<file path="config.mk">
export PLATFORM = sky130hd
export DESIGN_NAME = fifo_with_running_mean
export DESIGN_NICKNAME = d
export VERILOG_FILES = /design/src/hdl/fwrm_pkg.sv /design/src/hdl/fwrm_ram.sv /design/src/hdl/fwrm_div.sv /design/src/hdl/fifo_with_running_mean.sv
export SDC_FILE = /design/constraint.sdc
export NUM_CORES = 1
export LEC_CHECK = 0
export BUFFER_PORTS_ARGS = -buffer_cell sky130_fd_sc_hd__clkbuf_2
export CAP_MARGIN = 20
export CORE_UTILIZATION = 30
export DETAILED_ROUTE_END_ITERATION = 10
export GPL_TIMING_DRIVEN = 0
export PLACE_DENSITY = 0.53
export SLEW_MARGIN = 10
export SYNTH_ARGS = -nofsm -noshare
export SYNTH_HDL_FRONTEND = slang
export SYNTH_SLANG_ARGS = --single-unit
</file>
<file path="constraint.sdc">
create_clock -name clock -period 3.95 [get_ports clock]
set_input_delay 0.395 -clock clock [delete_from_list [all_inputs] [get_ports clock]]
set_output_delay 0.395 -clock clock [all_outputs]
set_load 0.05 [all_outputs]
</file>
<file path="src/hdl/fwrm_pkg.sv">
package fwrm_pkg;

   // Field widths of the request and result transactions
   localparam int PUSH_BITS  = 16;
   localparam int MEAN_BITS  = 16;
   localparam int COUNT_BITS = 5;

   // Request codes; the fourth code is a no-op
   typedef enum logic [1:0] {
      REQ_PUSH  = 2'd0,
      REQ_POP   = 2'd1,
      REQ_CLEAR = 2'd2
   } req_code_type;

   typedef struct packed {
      logic [1:0]           req_type;
      logic [PUSH_BITS-1:0] push_value;
   } req_item_type;

   typedef struct packed {
      logic [MEAN_BITS-1:0]  mean_value;
      logic [COUNT_BITS-1:0] entry_count;
      logic                  push_dropped;
      logic                  queue_empty;
   } rsp_item_type;

endpackage

</file>
<file path="src/hdl/fwrm_ram.sv">
module fwrm_ram #(
   parameter int WIDTH = 16,
   parameter int DEPTH = 16
) (
   input  logic                     clock,
   input  logic                     wr_en,
   input  logic [$clog2(DEPTH)-1:0] wr_addr,
   input  logic [WIDTH-1:0]         wr_data,
   input  logic                     rd_en,
   input  logic [$clog2(DEPTH)-1:0] rd_addr,
   output logic [WIDTH-1:0]         rd_data
);

   logic [WIDTH-1:0] mem_ff [DEPTH];
   logic [WIDTH-1:0] rd_data_ff;

   // Write one word, read one word with registered output
   always_ff @(posedge clock) begin
      if (wr_en) begin
         mem_ff[wr_addr] <= wr_data;
      end
      if (rd_en) begin
         rd_data_ff <= mem_ff[rd_addr];
      end
   end

   assign rd_data = rd_data_ff;

endmodule

</file>
<file path="src/hdl/fwrm_div.sv">
module fwrm_div #(
   parameter int DIVIDEND_BITS = 20,
   parameter int DIVISOR_BITS  = 5
) (
   input  logic                     clock,
   input  logic                     reset,
   input  logic                     start,
   input  logic [DIVIDEND_BITS-1:0] dividend,
   input  logic [DIVISOR_BITS-1:0]  divisor,
   output logic                     done,
   output logic [DIVIDEND_BITS-1:0] quotient
);

   localparam int SW  = DIVIDEND_BITS;
   localparam int CW  = DIVISOR_BITS;
   localparam int CNW = $clog2(SW + 1);

   logic [CW-1:0]  rem_ff, rem_in;
   logic [SW-1:0]  dvd_ff, dvd_in;
   logic [SW-1:0]  quo_ff, quo_in;
   logic [CW-1:0]  dvs_ff, dvs_in;
   logic [CNW-1:0] cnt_ff, cnt_in;
   logic           active_ff, active_in;
   logic           done_ff, done_in;

   logic [CW:0] trial;
   logic [CW:0] diff;
   logic        fits;

   // Restoring step: shift in one dividend bit, subtract when it fits
   always_comb begin
      trial = {rem_ff, dvd_ff[SW-1]};
      diff  = trial - {1'b0, dvs_ff};
      fits  = (trial >= {1'b0, dvs_ff});

      rem_in    = rem_ff;
      dvd_in    = dvd_ff;
      quo_in    = quo_ff;
      dvs_in    = dvs_ff;
      cnt_in    = cnt_ff;
      active_in = active_ff;
      done_in   = 1'b0;

      if (start) begin
         rem_in    = '0;
         dvd_in    = dividend;
         quo_in    = '0;
         dvs_in    = divisor;
         cnt_in    = CNW'(SW);
         active_in = 1'b1;
      end else if (active_ff) begin
         rem_in = fits ? diff[CW-1:0] : trial[CW-1:0];
         dvd_in = {dvd_ff[SW-2:0], 1'b0};
         quo_in = {quo_ff[SW-2:0], fits};
         cnt_in = cnt_ff - CNW'(1);
         if (cnt_ff == CNW'(1)) begin
            active_in = 1'b0;
            done_in   = 1'b1;
         end
      end
   end

   always_ff @(posedge clock) begin
      rem_ff <= rem_in;
      dvd_ff <= dvd_in;
      quo_ff <= quo_in;
      dvs_ff <= dvs_in;
      if (reset) begin
         cnt_ff    <= '0;
         active_ff <= 1'b0;
         done_ff   <= 1'b0;
      end else begin
         cnt_ff    <= cnt_in;
         active_ff <= active_in;
         done_ff   <= done_in;
      end
   end

   assign done     = done_ff;
   assign quotient = quo_ff;

endmodule

</file>
<file path="src/hdl/fifo_with_running_mean.sv">
// Sequence: an accepted push, clear or no-op updates the queue state and then starts the
// divider; a pop of a held entry first reads the head word out of the store (ST_POP).
// Throughput: a new request is taken only once the previous result is out; busy stays high
// through the bit-serial divider, which takes one quotient bit per cycle over the running sum.
// Reset: synchronous, clears count, sum and pointers; stored entries are not cleared.
// Results are strobed for one cycle; the receiver cannot stall.
module fifo_with_running_mean
   import fwrm_pkg::*;
#(
   parameter int DEPTH      = 16,
   parameter int VALUE_BITS = 16
) (
   input  logic         clock,
   input  logic         reset,
   input  logic         start,
   output logic         busy,
   input  req_item_type req_data,
   output logic         rsp_valid,
   output rsp_item_type rsp_data
);

   localparam int AW = $clog2(DEPTH);
   localparam int CW = $clog2(DEPTH + 1);
   localparam int SW = VALUE_BITS + $clog2(DEPTH);

   typedef enum logic [1:0] {
      ST_IDLE,
      ST_POP,
      ST_START,
      ST_WAIT
   } state_type;

   state_type     state_ff, state_in;
   logic [AW-1:0] head_ff, head_in;
   logic [AW-1:0] tail_ff, tail_in;
   logic [CW-1:0] count_ff, count_in;
   logic [SW-1:0] sum_ff, sum_in;
   logic          dropped_ff, dropped_in;
   logic          rsp_valid_ff, rsp_valid_in;
   rsp_item_type  rsp_ff, rsp_in;

   logic                  accept;
   logic                  full;
   logic [31:0]           push_wide;
   logic [VALUE_BITS-1:0] value;
   logic                  wr_en;
   logic                  rd_en;
   logic [VALUE_BITS-1:0] rd_data;
   logic                  div_done;
   logic [SW-1:0]         div_quotient;
   logic [63:0]           mean_wide;
   logic [31:0]           count_wide;

   assign accept     = start && (state_ff == ST_IDLE);
   assign full       = (count_ff == CW'(DEPTH));
   assign push_wide  = 32'(req_data.push_value);
   assign value      = push_wide[VALUE_BITS-1:0];
   assign mean_wide  = 64'(div_quotient);
   assign count_wide = 32'(count_ff);

   // Store a push at the tail, fetch the head on a pop
   assign wr_en = accept && (req_data.req_type == REQ_PUSH) && !full;
   assign rd_en = accept && (req_data.req_type == REQ_POP) && (count_ff != '0);

   fwrm_ram #(
      .WIDTH (VALUE_BITS),
      .DEPTH (DEPTH)
   ) u_store (
      .clock   (clock),
      .wr_en   (wr_en),
      .wr_addr (tail_ff),
      .wr_data (value),
      .rd_en   (rd_en),
      .rd_addr (head_ff),
      .rd_data (rd_data)
   );

   fwrm_div #(
      .DIVIDEND_BITS (SW),
      .DIVISOR_BITS  (CW)
   ) u_div (
      .clock    (clock),
      .reset    (reset),
      .start    (state_ff == ST_START),
      .dividend (sum_ff),
      .divisor  (count_ff),
      .done     (div_done),
      .quotient (div_quotient)
   );

   // Sequence one transaction: update queue state, divide, report
   always_comb begin
      state_in     = state_ff;
      head_in      = head_ff;
      tail_in      = tail_ff;
      count_in     = count_ff;
      sum_in       = sum_ff;
      dropped_in   = dropped_ff;
      rsp_valid_in = 1'b0;
      rsp_in       = rsp_ff;

      unique case (state_ff)
         ST_IDLE: begin
            if (accept) begin
               dropped_in = 1'b0;
               state_in   = ST_START;
               unique case (req_data.req_type)
                  REQ_PUSH: begin
                     if (full) begin
                        dropped_in = 1'b1;
                     end else begin
                        tail_in  = (tail_ff == AW'(DEPTH - 1)) ? '0 : tail_ff + AW'(1);
                        count_in = count_ff + CW'(1);
                        sum_in   = sum_ff + SW'(value);
                     end
                  end
                  REQ_POP: begin
                     if (count_ff != '0) begin
                        state_in = ST_POP;
                     end
                  end
                  REQ_CLEAR: begin
                     head_in  = '0;
                     tail_in  = '0;
                     count_in = '0;
                     sum_in   = '0;
                  end
                  default: begin
                  end
               endcase
            end
         end
         ST_POP: begin
            // Head word is now out of the store: drop it from the sum
            sum_in   = sum_ff - SW'(rd_data);
            head_in  = (head_ff == AW'(DEPTH - 1)) ? '0 : head_ff + AW'(1);
            count_in = count_ff - CW'(1);
            state_in = ST_START;
         end
         ST_START: begin
            state_in = ST_WAIT;
         end
         ST_WAIT: begin
            if (div_done) begin
               rsp_in.mean_value   = (count_ff == '0) ? '0 : mean_wide[MEAN_BITS-1:0];
               rsp_in.entry_count  = count_wide[COUNT_BITS-1:0];
               rsp_in.push_dropped = dropped_ff;
               rsp_in.queue_empty  = (count_ff == '0);
               rsp_valid_in        = 1'b1;
               state_in            = ST_IDLE;
            end
         end
         default: begin
            state_in = ST_IDLE;
         end
      endcase
   end

   always_ff @(posedge clock) begin
      rsp_ff <= rsp_in;
      if (reset) begin
         state_ff     <= ST_IDLE;
         head_ff      <= '0;
         tail_ff      <= '0;
         count_ff     <= '0;
         sum_ff       <= '0;
         dropped_ff   <= 1'b0;
         rsp_valid_ff <= 1'b0;
      end else begin
         state_ff     <= state_in;
         head_ff      <= head_in;
         tail_ff      <= tail_in;
         count_ff     <= count_in;
         sum_ff       <= sum_in;
         dropped_ff   <= dropped_in;
         rsp_valid_ff <= rsp_valid_in;
      end
   end

   assign busy      = (state_ff != ST_IDLE);
   assign rsp_valid = rsp_valid_ff;
   assign rsp_data  = rsp_ff;

endmodule

</file>
==> After elaboration in Yosys (flattened, before gate mapping) <==
Memory sizes are Yosys's and may differ from the RTL's. A register that Yosys moved wholly into a read port is not among the register bits.
Cells that the tools add are included.
{ "op_classes": {"n_addsub": 8, "mul": 0, "div_mod_pow": 0, "n_lt_le_gt_ge": 1, "eq_ne": 15, "shifts": 0, "mux": 34, "bitwise_logic": 2, "n_reduce_logical": 23} }
{ "op_table": {"columns": ["cell", "count"], "rows": [
  ["2-to-1 mux 20 bit", 4],
  ["one-hot mux 20 bit (2 select lines)", 2],
  ["2-to-1 mux 5 bit", 5],
  ["adder 20 x 16 -> 20 bit", 1],
  ["2-to-1 mux 4 bit", 5],
  ["one-hot mux 5 bit (2 select lines)", 2],
  ["subtractor 20 x 16 -> 20 bit", 1],
  ["one-hot mux 4 bit (2 select lines)", 2],
  ["subtractor 5 x 1 -> 5 bit, second input constant", 2],
  ["2-to-1 mux 1 bit", 9],
  ["adder 4 x 1 -> 4 bit, second input constant", 2],
  ["equality test 4 bit, second input constant", 2],
  ["2-to-1 mux 2 bit", 4],
  ["one-hot mux 2 bit (4 select lines)", 1],
  ["AND reduction 4 bit", 2],
  ["nonzero test 2 bit", 4],
  ["equality test 2 bit, second input constant", 3],
  [">= comparator 6 x 5 -> 1 bit", 1],
  ["AND reduction 2 bit", 3],
  ["adder 5 x 1 -> 5 bit, second input constant", 1],
  ["equality test 5 x 1 -> 1 bit, second input constant", 1],
  ["equality test 5 bit, second input constant", 1],
  ["logical AND 1 bit", 5],
  ["zero test 5 bit", 1],
  ["13 further kinds", 19]
]} }
{ "totals": {"ff_bits": 113, "latchBits": 0, "ramBits": 256, "rom_bits": 0, "in_bits": 21, "out_inout_bits": 25, "elab_cells": 103, "mem_count": 1} }
{ "mem_list": {"columns": ["name", "words", "word_bits", "rd", "rd_ports_with_merged_regs", "write_ports", "line", "text"], "rows": [
  ["u_store.mem_ff", 16, 16, 1, 1, 1, "fwrm_ram.sv:14", "logic [WIDTH-1:0] mem_ff [DEPTH];"]
]} }

==> Depth between registers and ports, before layout <==
Gate-level depths: netlist of run 1.
{ "logic_depth": {"ltp_word": 6, "depth_mapped": 11, "mapped_depth_nobuf": 11} }

==> By module <==
A second synthesis of run 1 with hierarchy kept.
{ "hier_totals": {"hier_cells": 1178, "area_unflattened_um2": 17209.0} }
{ "modules_own_cells": {"columns": ["mod", "n_inst", "cells_each", "area_per_inst_um2", "seq_area_each_um2"], "rows": [
  ["fwrm_ram", 1, 432, 10203.5, 8167.8],
  ["fifo_with_running_mean", 1, 546, 4554.4, 1431.4],
  ["fwrm_div", 1, 200, 2451.1, 1391.3]
]} }

==> Worst setup path after synthesis of run 1 <==
Ideal clock, no wire load.
{ "synth_timing": {"kind": "flip-flop to flip-flop", "from": "register count_ff[0]", "to": "register u_store.rd_data_ff[0] (netlist: u_store.rd_data[0]), read port of u_store.mem_ff (enable)", "t_arrival_ps": 2924, "slack_ps": 590, "stages_incl_launch_ff": 7, "path_buffers": 1, "period_less_slack_ps": 3360, "cell_sequence": "dfxtp_1 -> inv_1 -> ha_1 -> nand2_1 -> nor2_1 -> clkbuf_1 -> nor4b_1"} }
{ "synth_via": {"elab_chain_len": 2} }
{ "synth_lines": {"columns": ["item", "line", "text"], "rows": [
  ["start: declaration", "fifo_with_running_mean.sv:36", "logic [CW-1:0] count_ff, count_in;"],
  ["start signal: assignment", "fifo_with_running_mean.sv:173", "count_ff <= count_in;"],
  ["nonzero test 5 bit", "fifo_with_running_mean.sv:63", "assign rd_en = accept && (req_data.req_type == REQ_POP) && (count_ff != '0);"],
  ["logical AND 1 bit", "fifo_with_running_mean.sv:63", null],
  ["via rd_en", "fifo_with_running_mean.sv:47", "logic rd_en;"],
  ["end: declaration", "fwrm_ram.sv:15", "logic [WIDTH-1:0] rd_data_ff;"]
]} }
The timed path passes the listed nets, and every way through them passes these cells.
A chain may end at the register's enable or synchronous reset.

==> Worst setup path in the final report of run 1 <==
{ "layout_timing": {"from": "register sum_ff[0]", "to": "register sum_ff[18]"} }
{ "layout_via": {"elab_chain_len": 5} }
{ "layout_lines": {"columns": ["item", "line", "text"], "rows": [
  ["start: declaration", "fifo_with_running_mean.sv:37", "logic [SW-1:0] sum_ff, sum_in;"],
  ["start signal: assignment", "fifo_with_running_mean.sv:174", "sum_ff <= sum_in;"],
  ["adder 20 x 16 -> 20 bit", "fifo_with_running_mean.sv:114", "sum_in = sum_ff + SW'(value);"],
  ["2-to-1 mux 20 bit", "fifo_with_running_mean.sv:109", "if (full) begin"],
  ["one-hot mux 20 bit (2 select lines)", "fifo_with_running_mean.sv:107", "unique case (req_data.req_type)"],
  ["2-to-1 mux 20 bit", "fifo_with_running_mean.sv:104", "if (accept) begin"],
  ["one-hot mux 20 bit (2 select lines) (*)", "fifo_with_running_mean.sv:102", "unique case (state_ff)"]
]} }
Every way passes the cells marked *; elsewhere a longest branch is shown, timed or not. The select of a mux whose other input is x is not followed.

==> results of run 1 <==
==> cells in the final DEF (no fill, tap or decap), types with 9 or more instances in the layout <==
cell type / count
nand3_1: 12
buf_2: 10
a221oi_1: 12
edfxtp_1: 320
a21o_1: 9
nor3_1: 28
nand2_1: 43
mux4_2: 80
mux2_2: 20
nor2_1: 90
nor2b_1: 22
ha_1: 51
dfxtp_1: 65
clkbuf_1: 47
buf_1: 9
clkbuf_2: 43
mux2i_1: 19
inv_1: 45
xor2_1: 11
o21ai_0: 30
a211oi_1: 12
xnor2_1: 19
a21oi_1: 51
clkbuf_16: 43
==> logic make-up after synthesis <==
family,count (synthesis)
adder cells (fa/ha/maj),54
XOR/XNOR,30
buffers and inverters,99
multiplexers,119
AO/OA/AOI/OAI,181
flip-flops,385
AND/OR/NAND/NOR,251
==> state kept, by name (all words and copies together), names as in the netlist <==
name             flops
dropped_ff           1
u_div.cnt_ff         5
u_store.mem_ff     256
u_div.active_ff      1
u_store.rd_data     16
u_div.done           1
u_div.quotient      16
state_ff             2
u_div.dvd_ff        20
tail_ff              4
count_ff             5
u_div.dvs_ff         5
rsp_valid            1
u_div.rem_ff         5
sum_ff              20
head_ff              4
rsp_data            23
==> worst paths after layout <==
| kind | startpoint | endpoint | slack [ns] |
|---|---|---|---|
| setup reg to reg | sum_ff[0]$_SDFFE_PP0P_ | sum_ff[18]$_SDFFE_PP0P_ | 0.87 |
| hold / removal | req_data[16] | tail_ff[1]$_SDFFE_PP0P_ | 0.25 |
| setup / recovery | sum_ff[0]$_SDFFE_PP0P_ | sum_ff[18]$_SDFFE_PP0P_ | 0.87 |
| hold reg to reg | u_div.rem_ff[4]$_SDFFE_PP0P_ | u_div.rem_ff[4]$_SDFFE_PP0P_ | 0.45 |
==> power groups by stage <==
stage,logic [mW],clock network (mW),registers [mW]
floorplan,2.47,0,5.03
global placement,3.26,0,5.12
detailed placement,3.30,0,5.12
CTS,3.32,3.98,5.04
global route,3.71,4.14,5.08
finish,3.31,3.87,5.03
==> metrics by stage <==
| stage | utilization (%) | TNS [ns] |
|---|---|---|
| 5_1_grt | 35.6 | 0 |
| 3_5_place_dp | 33.0 | 0 |
| 4_1_cts | 35.5 | 0 |
| 6_report | 35.6 | 0 |
| 2_1_floorplan | - | 0 |
| 3_3_place_gp | 32.6 | -79.81 |
==> worst max-delay path: cells and delay by family (launching register included) <==
family | cells | cell delay, ns
AOI/OAI and AO/OA | 7 | 1.86
adders and majority gates | 2 | 0.60
buffers and inverters | 2 | 0.16
DFF | 1 | 0.32
==> routing by layer <==
| metal | global-route usage (%) | vias up | routed length [um] |
|---|---|---|---|
| li1 | - | 4570 | - |
| met1 | 20.5 | 5031 | 18800 |
| met2 | 23.5 | 243 | 19400 |
| met3 | 2.77 | 54 | 2270 |
| met4 | 4.08 | 0 | 770 |
| met5 | 0 | - | 0 |
==> area by class of cell <==
type / instances / share of cell area [%]
inverter: 45 / 0.858
timing repair buffer: 61 / 2.15
tap: 748 / 4.75
sequential: 385 / 55.4
clock buffer: 57 / 5.89
clock inverter: 20 / 1.06
multi-input combinational: 635 / 28.8
buffer: 54 / 1.09
==> cell usage after synthesis, types with 6 or more instances <==
library cell  count
xnor2_1          19
nor2b_1          22
or3_1             7
inv_1            45
nor2_1          102
ha_1             51
mux4_2           80
nand3_1          12
clkbuf_1         36
buf_1             9
edfxtp_1        320
nand2b_1          7
buf_2             9
nor3_1           32
mux2i_1          19
a21oi_1          51
o21a_1            8
o21ai_0          30
a211oi_1         12
a221oi_1         12
a21o_1            9
a22oi_1           6
xor2_1           11
dfxtp_1          65
mux2_2           20
nand2_1          43
==> results.py, run 1 <==
metrics = {
    "status": {
        "status": "finished, final reports clean",
    },
    "drt": {
        "wirelength_um": 41200,
        "antenna_left": 0,
        "drt_iter0_drc": 792,
        "route.detailed.drc": 0,
        "wire_per_inst_um": 20.5,
        "viasPerCell": 4.94,
        "dr_total_vias": 9898,
        "drt_first_pass_iters": 5,
    },
    "placed_design": {
        "placed_cells": 1925,
        "io_buffer_count": 43,
        "post-place-ws_ns": 0.588,
        "finalWeightedCongestion": 0.854,
        "dpl.hpwl_um": 27800,
        "place_area_sq_um": 18300,
    },
    "clock_tree": {
        "clock-root-buffer": "clkbuf_16",
        "ctsHoldBuffers": 0,
        "clock_sinks": 385,
        "cts_resized": 0,
        "h-tree-depth": 2,
        "cts_setup_buffers": 0,
        "clkTransAtPathRegs_ns": 0.06,
        "cts_buffer_depth": 3,
        "cts_tree": "built",
        "clock_latency_ns": 0.57,
        "cts_buffers": 43,
    },
    "floorplanning": {
        "dieArea_sq_um": 57200,
        "rows": 86,
        "ios": 46,
        "start_util_pct": 30.5,
        "die-height_um": 239,
        "core_sq_um": 55300,
        "die_w_um": 239,
    },
    "logic_synthesis": {
        "yosysSeqAreaShare_pct": 64.7,
        "async_flop_share_pct": 0,
        "synth_cell_types": 67,
        "syn_inst": 1119,
        "synth_top_family_by_area": "multiplexers",
        "yosys_warnings": 0,
        "synth_top_cell_by_area": "edfxtp_1",
        "netlist_top_cells_area": "edfxtp_1 57%, mux4_2 11%, dfxtp_1 7.7%",
        "synth_area_sq_um": 16900,
        "synthMuxAreaShare_pct": 13.1,
        "synth_area_per_cell_sq_um": 15.1,
        "synthFlopType": "edfxtp_1",
        "synth-simple-area-share_pct": 6.98,
        "synth_fa_ha_area_share_pct": 4.14,
        "syn_nets": 1194,
        "netlist.area_leader.share_pct": 57.0,
        "synth_edf_count": 320,
        "synth_compound_area_share_pct": 7.20,
        "synthXorXnorAreaFrac_pct": 1.56,
        "ys_seq_elements": 385,
    },
    "pwr": {
        "internal_power_mw": 8.42,
        "switching_share_pct": 31.1,
        "ir_drop_mv": 0.284,
        "power.density_nw_per_um2": 621,
        "p_leak_nw": 6.50,
        "p_sw_mw": 3.80,
        "clkPwrFrac_pct": 31.7,
        "p_comb_share_pct": 27.1,
        "finalPower_mw": 12.2,
        "seqPwrFrac_pct": 41.2,
    },
    "sta": {
        "fmax_mhz": 325,
        "fin_crit_sh_pct": 77.9,
        "setup_ws_ns": 0.874,
        "hold_viol_final": 0,
        "tightest_slew_ns": 0.994,
        "timing.slew.headroom_pct": 33.6,
        "grt_setup_unrepaired": "no",
        "whs_ns": 0.251,
        "finalSetupViolations": 0,
        "min_period_ns": 3.08,
        "maxSlewViolCount": 0,
        "fin_skew_ns": 0.0117,
    },
    "cells_and_area": {
        "layout.cells.non_filler": 2005,
        "n_fill_cell": 5375,
        "final_nets": 1300,
        "antennaDiodeCount": 0,
        "multi_input_area_sq_um": 5660,
        "finalInstanceArea_sq_um": 19700,
        "area_growth_syn_to_layout_pct": 16.7,
        "drive_gt1_share_pct": 20.4,
        "seq_area_sq_um": 10900,
    },
    "min_path": {
        "hold_path_class": "input port to register",
        "min_path_cells": 4,
    },
    "flow_run": {
        "cap_violations": 0,
    },
    "setup_path": {
        "cp_max_fo": 4,
        "crit_path_max_incr_delay_ns": 0.43,
        "crit_type": "register to register",
        "startpoint_type": "register",
        "crit_required_ns": 4.36,
        "path_cells": "inv_1 -> ha_1 -> inv_1 -> fa_1 -> a211o_1 -> a211oi_2 -> o31ai_1 -> a221oi_1 -> o21ai_0 -> a22oi_1 -> o221ai_1",
        "cp_slowest_cell": "a221oi_1",
        "cp_common_cell": "inv_1",
        "arrival_ns": 3.49,
        "worst_setup_path_end_kind": "register",
        "reg2regPathDepth": 11,
    },
    "grt": {
        "track_usage_pct": 14.8,
        "grt_pass1_wl_um": 62500,
        "overflow": 0,
        "grt_pass1_vias": 9874,
        "grt_max_degree": 25,
        "antenna_found_initial": 0,
    },
}
No activity file was read; power rests on OpenSTA's default activity.
==> run 2: changes to the inputs <==
--- a/config.mk
+++ b/config.mk
@@ -10,7 +10,7 @@
 export CORE_UTILIZATION = 30
 export DETAILED_ROUTE_END_ITERATION = 10
 export GPL_TIMING_DRIVEN = 0
-export PLACE_DENSITY = 0.53
+export PLACE_DENSITY = 0.55
 export SLEW_MARGIN = 10
 export SYNTH_ARGS = -nofsm -noshare
 export SYNTH_HDL_FRONTEND = slang
==> constraint.sdc (replaced) <==
create_clock -name clock -period 2.5 [get_ports clock]
set_input_delay 0.25 -clock clock [delete_from_list [all_inputs] [get_ports clock]]
set_output_delay 0.25 -clock clock [all_outputs]
set_load 0.05 [all_outputs]
==> results.py, run 2 (synthesized netlist as in run 1, its figures left out) <==
metrics = {
    "status": {
        "status": "complete, but fails checks",
        "violations": "negative setup slack",
    },
    "cells_and_area": {
        "layout.cells.non_filler": 2035,
        "drive_gt1_share_pct": 27.7,
        "layout_common_cells": "320 x edfxtp_1, 86 x nor2_1, 80 x mux4_2",
        "final_common_cell": "edfxtp_1",
        "area_growth_syn_to_layout_pct": 21.2,
        "final_nets": 1329,
        "seq_area_sq_um": 10900,
        "n_fill_cell": 5271,
        "multi_input_area_sq_um": 5960,
        "finalInstanceArea_sq_um": 20400,
        "largest_register_ffs": 256,
        "antennaDiodeCount": 0,
        "regMostFlops": "u_store.mem_ff",
    },
    "sta": {
        "min_period_ns": 2.60,
        "hold_viol_final": 0,
        "tightest_slew_ns": 0.818,
        "setup_ws_ns": -0.0995,
        "finalSetupViolations": 3,
        "timing.slew.headroom_pct": 45.5,
        "fmax_mhz": 385,
        "grt_setup_unrepaired": "yes",
        "fin_crit_sh_pct": 104,
        "fin_skew_ns": 0.0306,
        "maxSlewViolCount": 0,
    },
    "clock_tree": {
        "clock-root-buffer": "clkbuf_16",
        "clock_sinks": 385,
        "cts_buffer_depth": 3,
        "clock_latency_ns": 0.58,
        "cts_tree": "built",
        "h-tree-depth": 2,
        "clkTransAtPathRegs_ns": 0.06,
        "cts_buffers": 42,
    },
    "drt": {
        "viasPerCell": 4.94,
        "dr_total_vias": 10100,
        "antenna_left": 0,
        "wire_per_inst_um": 20.2,
        "wirelength_um": 41000,
        "route.detailed.drc": 0,
        "drt_iter0_drc": 773,
        "drt_first_pass_iters": 5,
    },
    "grt": {
        "grt_pass1_vias": 10300,
        "grt_max_degree": 25,
        "track_usage_pct": 14.7,
        "overflow": 0,
        "antenna_found_initial": 1,
        "grt_pass1_wl_um": 62600,
    },
    "setup_path": {
        "cp_max_fo": 4,
        "path_cells": "ha_4 -> inv_2 -> fa_2 -> a211o_1 -> a211oi_4 -> o31ai_4 -> a221oi_2 -> o21ai_1 -> a22oi_1 -> o221ai_1",
        "startpoint_type": "register",
        "crit_type": "register to register",
        "cp_slowest_cell": "a211oi_4",
        "crit_path_max_incr_delay_ns": 0.39,
        "crit_required_ns": 2.91,
        "arrival_ns": 3.01,
        "worst_setup_path_end_kind": "register",
    },
    "floorplanning": {
        "dieArea_sq_um": 57200,
        "die_w_um": 239,
        "ios": 46,
        "core_sq_um": 55300,
        "rows": 86,
        "die-height_um": 239,
        "start_util_pct": 30.5,
    },
    "pwr": {
        "switching_share_pct": 31.2,
        "p_sw_mw": 6.24,
        "power.density_nw_per_um2": 979,
        "clkPwrFrac_pct": 31.8,
        "seqPwrFrac_pct": 39.8,
        "internal_power_mw": 13.8,
        "p_leak_nw": 6.82,
        "ir_drop_mv": 0.648,
        "p_comb_share_pct": 28.5,
    },
    "placed_design": {
        "post-place-ws_ns": -0.759,
        "placed_cells": 1927,
        "place_area_sq_um": 18400,
        "finalWeightedCongestion": 0.858,
        "io_buffer_count": 43,
        "dpl.hpwl_um": 28100,
    },
    "min_path": {
        "hold_path_class": "input port to register",
    },
    "flow_run": {
        "cap_violations": 0,
    },
}
==> run 2: cell types whose count changed in the layout (fill, tap and decap cells not counted), sizes merged <==
cell,delta
clkbuf,-4
buf,+25
bufinv,+3
clkinv,+3
clkinvlp,+1
clkdlybuf4s15,+2
==> run 2: worst max-delay path: cells and delay by family, from the launching register on <==
family                   cells  cell delay (ns)
AO/OA/AOI/OAI                7             1.56
flip-flops                   1             0.38
adder cells (fa/ha/maj)      2             0.49
buffers and inverters        1             0.03
==> run 2: worst paths after layout <==
path                                              startpoint                      endpoint  slack, ns  cells past startpoint
worst min register to register  u_div.rem_ff[4]$_SDFFE_PP0P_  u_div.rem_ff[4]$_SDFFE_PP0P_       0.46                      2
worst min-delay path                                   start      state_ff[1]$_SDFFE_PP0P_       0.12                      4
worst max register to register  u_store.rd_data[0]$_DFFE_PP_       sum_ff[18]$_SDFFE_PP0P_       -0.1                     10
worst max-delay path            u_store.rd_data[0]$_DFFE_PP_       sum_ff[18]$_SDFFE_PP0P_       -0.1                     10
==> run 2: metal layers <==
layer / track usage, % / vias to the layer above / share of wire (%)
met1: 19.2 / 5093 / 43
met4: 4.82 / 0 / 2.3
met5: 0 / - / 0
li1: - / 4632 / -
met3: 2.74 / 63 / 5.3
met2: 24.3 / 272 / 49
==> run 2: repair_timing <==
action,4_1_cts,5_1_grt
setup buffers,24,6
endpoints found under the setup margin,351,183
hold buffers,0,0
pin swaps,28,20
resized for setup,63,54
==> run 2: power by group through the flow <==
stage | clock [mW] | combinational, mW | sequential, mW
2_1_floorplan | 0 | 3.91 | 7.95
3_3_place_gp | 0 | 5.12 | 8.07
3_5_place_dp | 0 | 5.21 | 8.09
4_1_cts | 6.52 | 5.50 | 7.96
5_1_grt | 6.76 | 6.31 | 8.02
6_report | 6.36 | 5.70 | 7.96
==> run 2: layout make-up <==
type | instances | share of cell area, %
sequential | 385 | 53.4
clock buffer | 50 | 5.39
buffer | 54 | 1.32
multi-input combinational | 635 | 29.2
tap | 748 | 4.58
timing repair buffer | 91 | 3.75
inverter | 45 | 0.826
clock inverter | 27 | 1.56
==> run 2: per-stage QoR <==
| step | power (mW) | setup TNS [ns] | hold slack, ns | utilization, % |
|---|---|---|---|---|
| after detailed placement | 13.3 | -110.93 | 0.449 | 33.2 |
| after global placement | 13.2 | -346.52 | 0.447 | 32.6 |
| after CTS | 20.0 | -0.540 | 0.0814 | 36.6 |
| final | 20.0 | -0.157 | 0.124 | 37.0 |
| after floorplan | 11.9 | -1.17 | 0.349 | - |
| after global routing | 21.1 | -0.639 | 0.142 | 37.0 |
==> run 3: changes to the inputs <==
--- a/config.mk
+++ b/config.mk
@@ -11,6 +11,7 @@
 export DETAILED_ROUTE_END_ITERATION = 10
 export GPL_TIMING_DRIVEN = 0
 export PLACE_DENSITY = 0.55
+export SETUP_SLACK_MARGIN = 0.02
 export SLEW_MARGIN = 10
 export SYNTH_ARGS = -nofsm -noshare
 export SYNTH_HDL_FRONTEND = slang
==> results.py, run 3 (synthesized netlist as in run 1, its figures left out) <==
metrics = {
    "drt": {
        "wirelength_um": 42000,
        "viasPerCell": 5.02,
        "highest_layer": "met4",
        "wire_per_inst_um": 20.5,
        "m1WireLength_um": 18300,
        "route.detailed.drc": 0,
        "wl_met3_um": 2180,
        "dr_total_vias": 10300,
        "drt_first_pass_iters": 5,
        "drt_iter0_drc": 765,
        "antenna_left": 0,
        "dr_wl_met2_um": 20800,
    },
    "setup_path": {
        "worst_setup_path_end_kind": "register",
        "cp_common_cell": "inv_2",
        "crit_path_max_incr_delay_ns": 0.34,
        "startpoint_type": "register",
        "arrival_ns": 2.99,
        "critPathBufInv": 3,
        "crit_type": "register to register",
        "crit_required_ns": 2.90,
        "cp_slowest_cell": "fa_2",
        "cp_top_family": "compound AO/OA/AOI/OAI gates",
        "path_cells": "inv_2 -> ha_4 -> inv_2 -> fa_2 -> a211o_1 -> a211oi_4 -> buf_6 -> o31ai_4 -> a221oi_2 -> o21ai_1 -> a22oi_1 -> o221ai_1",
        "cp_max_fo": 3,
    },
    "grt": {
        "grt_pass1_wl_um": 63800,
        "overflow": 0,
        "grt_max_degree": 25,
        "antenna_found_initial": 0,
        "track_usage_pct": 15.0,
        "grt_pass1_vias": 10300,
    },
    "pwr": {
        "clkPwrFrac_pct": 30.4,
        "power.density_nw_per_um2": 968,
        "p_sw_mw": 6.41,
        "p_leak_nw": 6.89,
        "seqPwrFrac_pct": 39.9,
        "switching_share_pct": 32.1,
        "ir_drop_mv": 0.492,
        "internal_power_mw": 13.6,
        "p_comb_share_pct": 29.7,
    },
    "placed_design": {
        "finalWeightedCongestion": 0.852,
        "dpl.hpwl_um": 27800,
        "post-place-ws_ns": -0.720,
        "io_buffer_count": 43,
        "placed_cells": 1928,
    },
    "status": {
        "status": "complete, but fails checks",
        "violations": "negative setup slack",
    },
    "clock_tree": {
        "cts_buffer_depth": 3,
        "cts_tree": "built",
        "clock-root-buffer": "clkbuf_16",
        "clock_latency_ns": 0.58,
        "h-tree-depth": 2,
        "cts_buffers": 43,
        "clock_sinks": 385,
        "clkTransAtPathRegs_ns": 0.06,
    },
    "cells_and_area": {
        "largest_register_ffs": 256,
        "area_growth_syn_to_layout_pct": 22.5,
        "antennaDiodeCount": 0,
        "final_nets": 1342,
        "regMostFlops": "u_store.mem_ff",
        "layout.cells.non_filler": 2048,
        "final_common_cell": "edfxtp_1",
        "final_util_pct": 37.3,
        "n_fill_cell": 5200,
        "layout_common_cells": "320 x edfxtp_1, 87 x nor2_1, 80 x mux4_2",
        "drive_gt1_share_pct": 29.0,
    },
    "sta": {
        "hold_viol_final": 0,
        "tightest_slew_ns": 0.855,
        "timing.slew.headroom_pct": 43.0,
        "maxSlewViolCount": 0,
        "setup_ws_ns": -0.0830,
        "fin_crit_sh_pct": 103,
        "fmax_mhz": 387,
        "fin_skew_ns": 0.0254,
        "min_period_ns": 2.58,
        "grt_setup_unrepaired": "yes",
        "finalSetupViolations": 4,
    },
    "floorplanning": {
        "dieArea_sq_um": 57200,
        "die-height_um": 239,
        "rows": 86,
        "ios": 46,
        "start_util_pct": 30.5,
        "die_w_um": 239,
        "core_sq_um": 55300,
    },
    "flow_run": {
        "cap_violations": 0,
    },
    "min_path": {
        "hold_path_class": "input port to register",
    },
}
run 3: cell types whose count changed in the layout (fill, tap and decap cells not counted), moves of 4 or more:
cell	previous run	this run
buf_12	5	12
ha_4	2	7
inv_6	0	4
bufinv_16	6	2
ha_1	45	41
buf_6	0	4
run 3: final cells by class:
class / instances / area, sq um / area share [%]
plain buffers: 53 / 262 / 1.27
clock buffers: 53 / 1110 / 5.39
clock inverters: 25 / 225 / 1.09
inverters: 45 / 169 / 0.818
multi-input cells: 635 / 6060 / 29.3
flip-flops and latches: 385 / 10900 / 52.8
well taps: 748 / 936 / 4.53
repair buffers: 104 / 978 / 4.74
run 3: power by group through the flow:
stage | Combinational [mW] | Sequential, mW | Clock, mW
3_3_place_gp | 5.12 | 8.09 | 0
3_5_place_dp | 5.20 | 8.09 | 0
6_report | 5.95 | 7.97 | 6.08
2_1_floorplan | 3.93 | 7.95 | 0
5_1_grt | 6.52 | 8.04 | 6.51
4_1_cts | 5.59 | 7.96 | 6.27
run 3: final timing paths:
check / from / end / slack (ns) / depth (start not counted)
min: req_data[16] / dropped_ff$_SDFFE_PP0P_ / 0.15 / 4
max: sum_ff[0]$_SDFFE_PP0P_ / sum_ff[18]$_SDFFE_PP0P_ / -0.08 / 12
min reg2reg: dropped_ff$_SDFFE_PP0P_ / rsp_data[1]$_DFFE_PP_ / 0.45 / 0
max reg2reg: sum_ff[0]$_SDFFE_PP0P_ / sum_ff[18]$_SDFFE_PP0P_ / -0.08 / 12
run 3: per-layer routing:
layer	global-route usage (%)	up-vias
met4	4.10	0
met5	0	-
met2	25.1	274
met3	2.42	69
li1	-	4672
met1	20.0	5264
run 3: tightest hold or removal path, stage by stage:
cell and delay, ns:
clkbuf_2 0.15, nor2_4 0.07, a22oi_1 0.13, nor2_1 0.06
run 3: what timing repair did:
| item | 4_1_cts | 5_1_grt |
|---|---|---|
| setup buffers | 34 | 8 |
| resized for setup | 66 | 58 |
| setup endpoints to repair | 343 | 246 |
| hold buffers | 0 | 0 |
| pin swaps | 36 | 19 |
run 3: stage by stage:
step                hold slack (ns)  cell area [sq um]  power, mW  setup TNS, ns
global route                  0.166              20700       21.1         -0.719
CTS                          0.0800              20400       19.8         -0.313
finish                        0.148              20700       20.0         -0.180
floorplan                     0.349              16900       11.9          -1.17
global placement              0.437              18100       13.2        -364.91
detailed placement            0.445              18400       13.3        -128.05
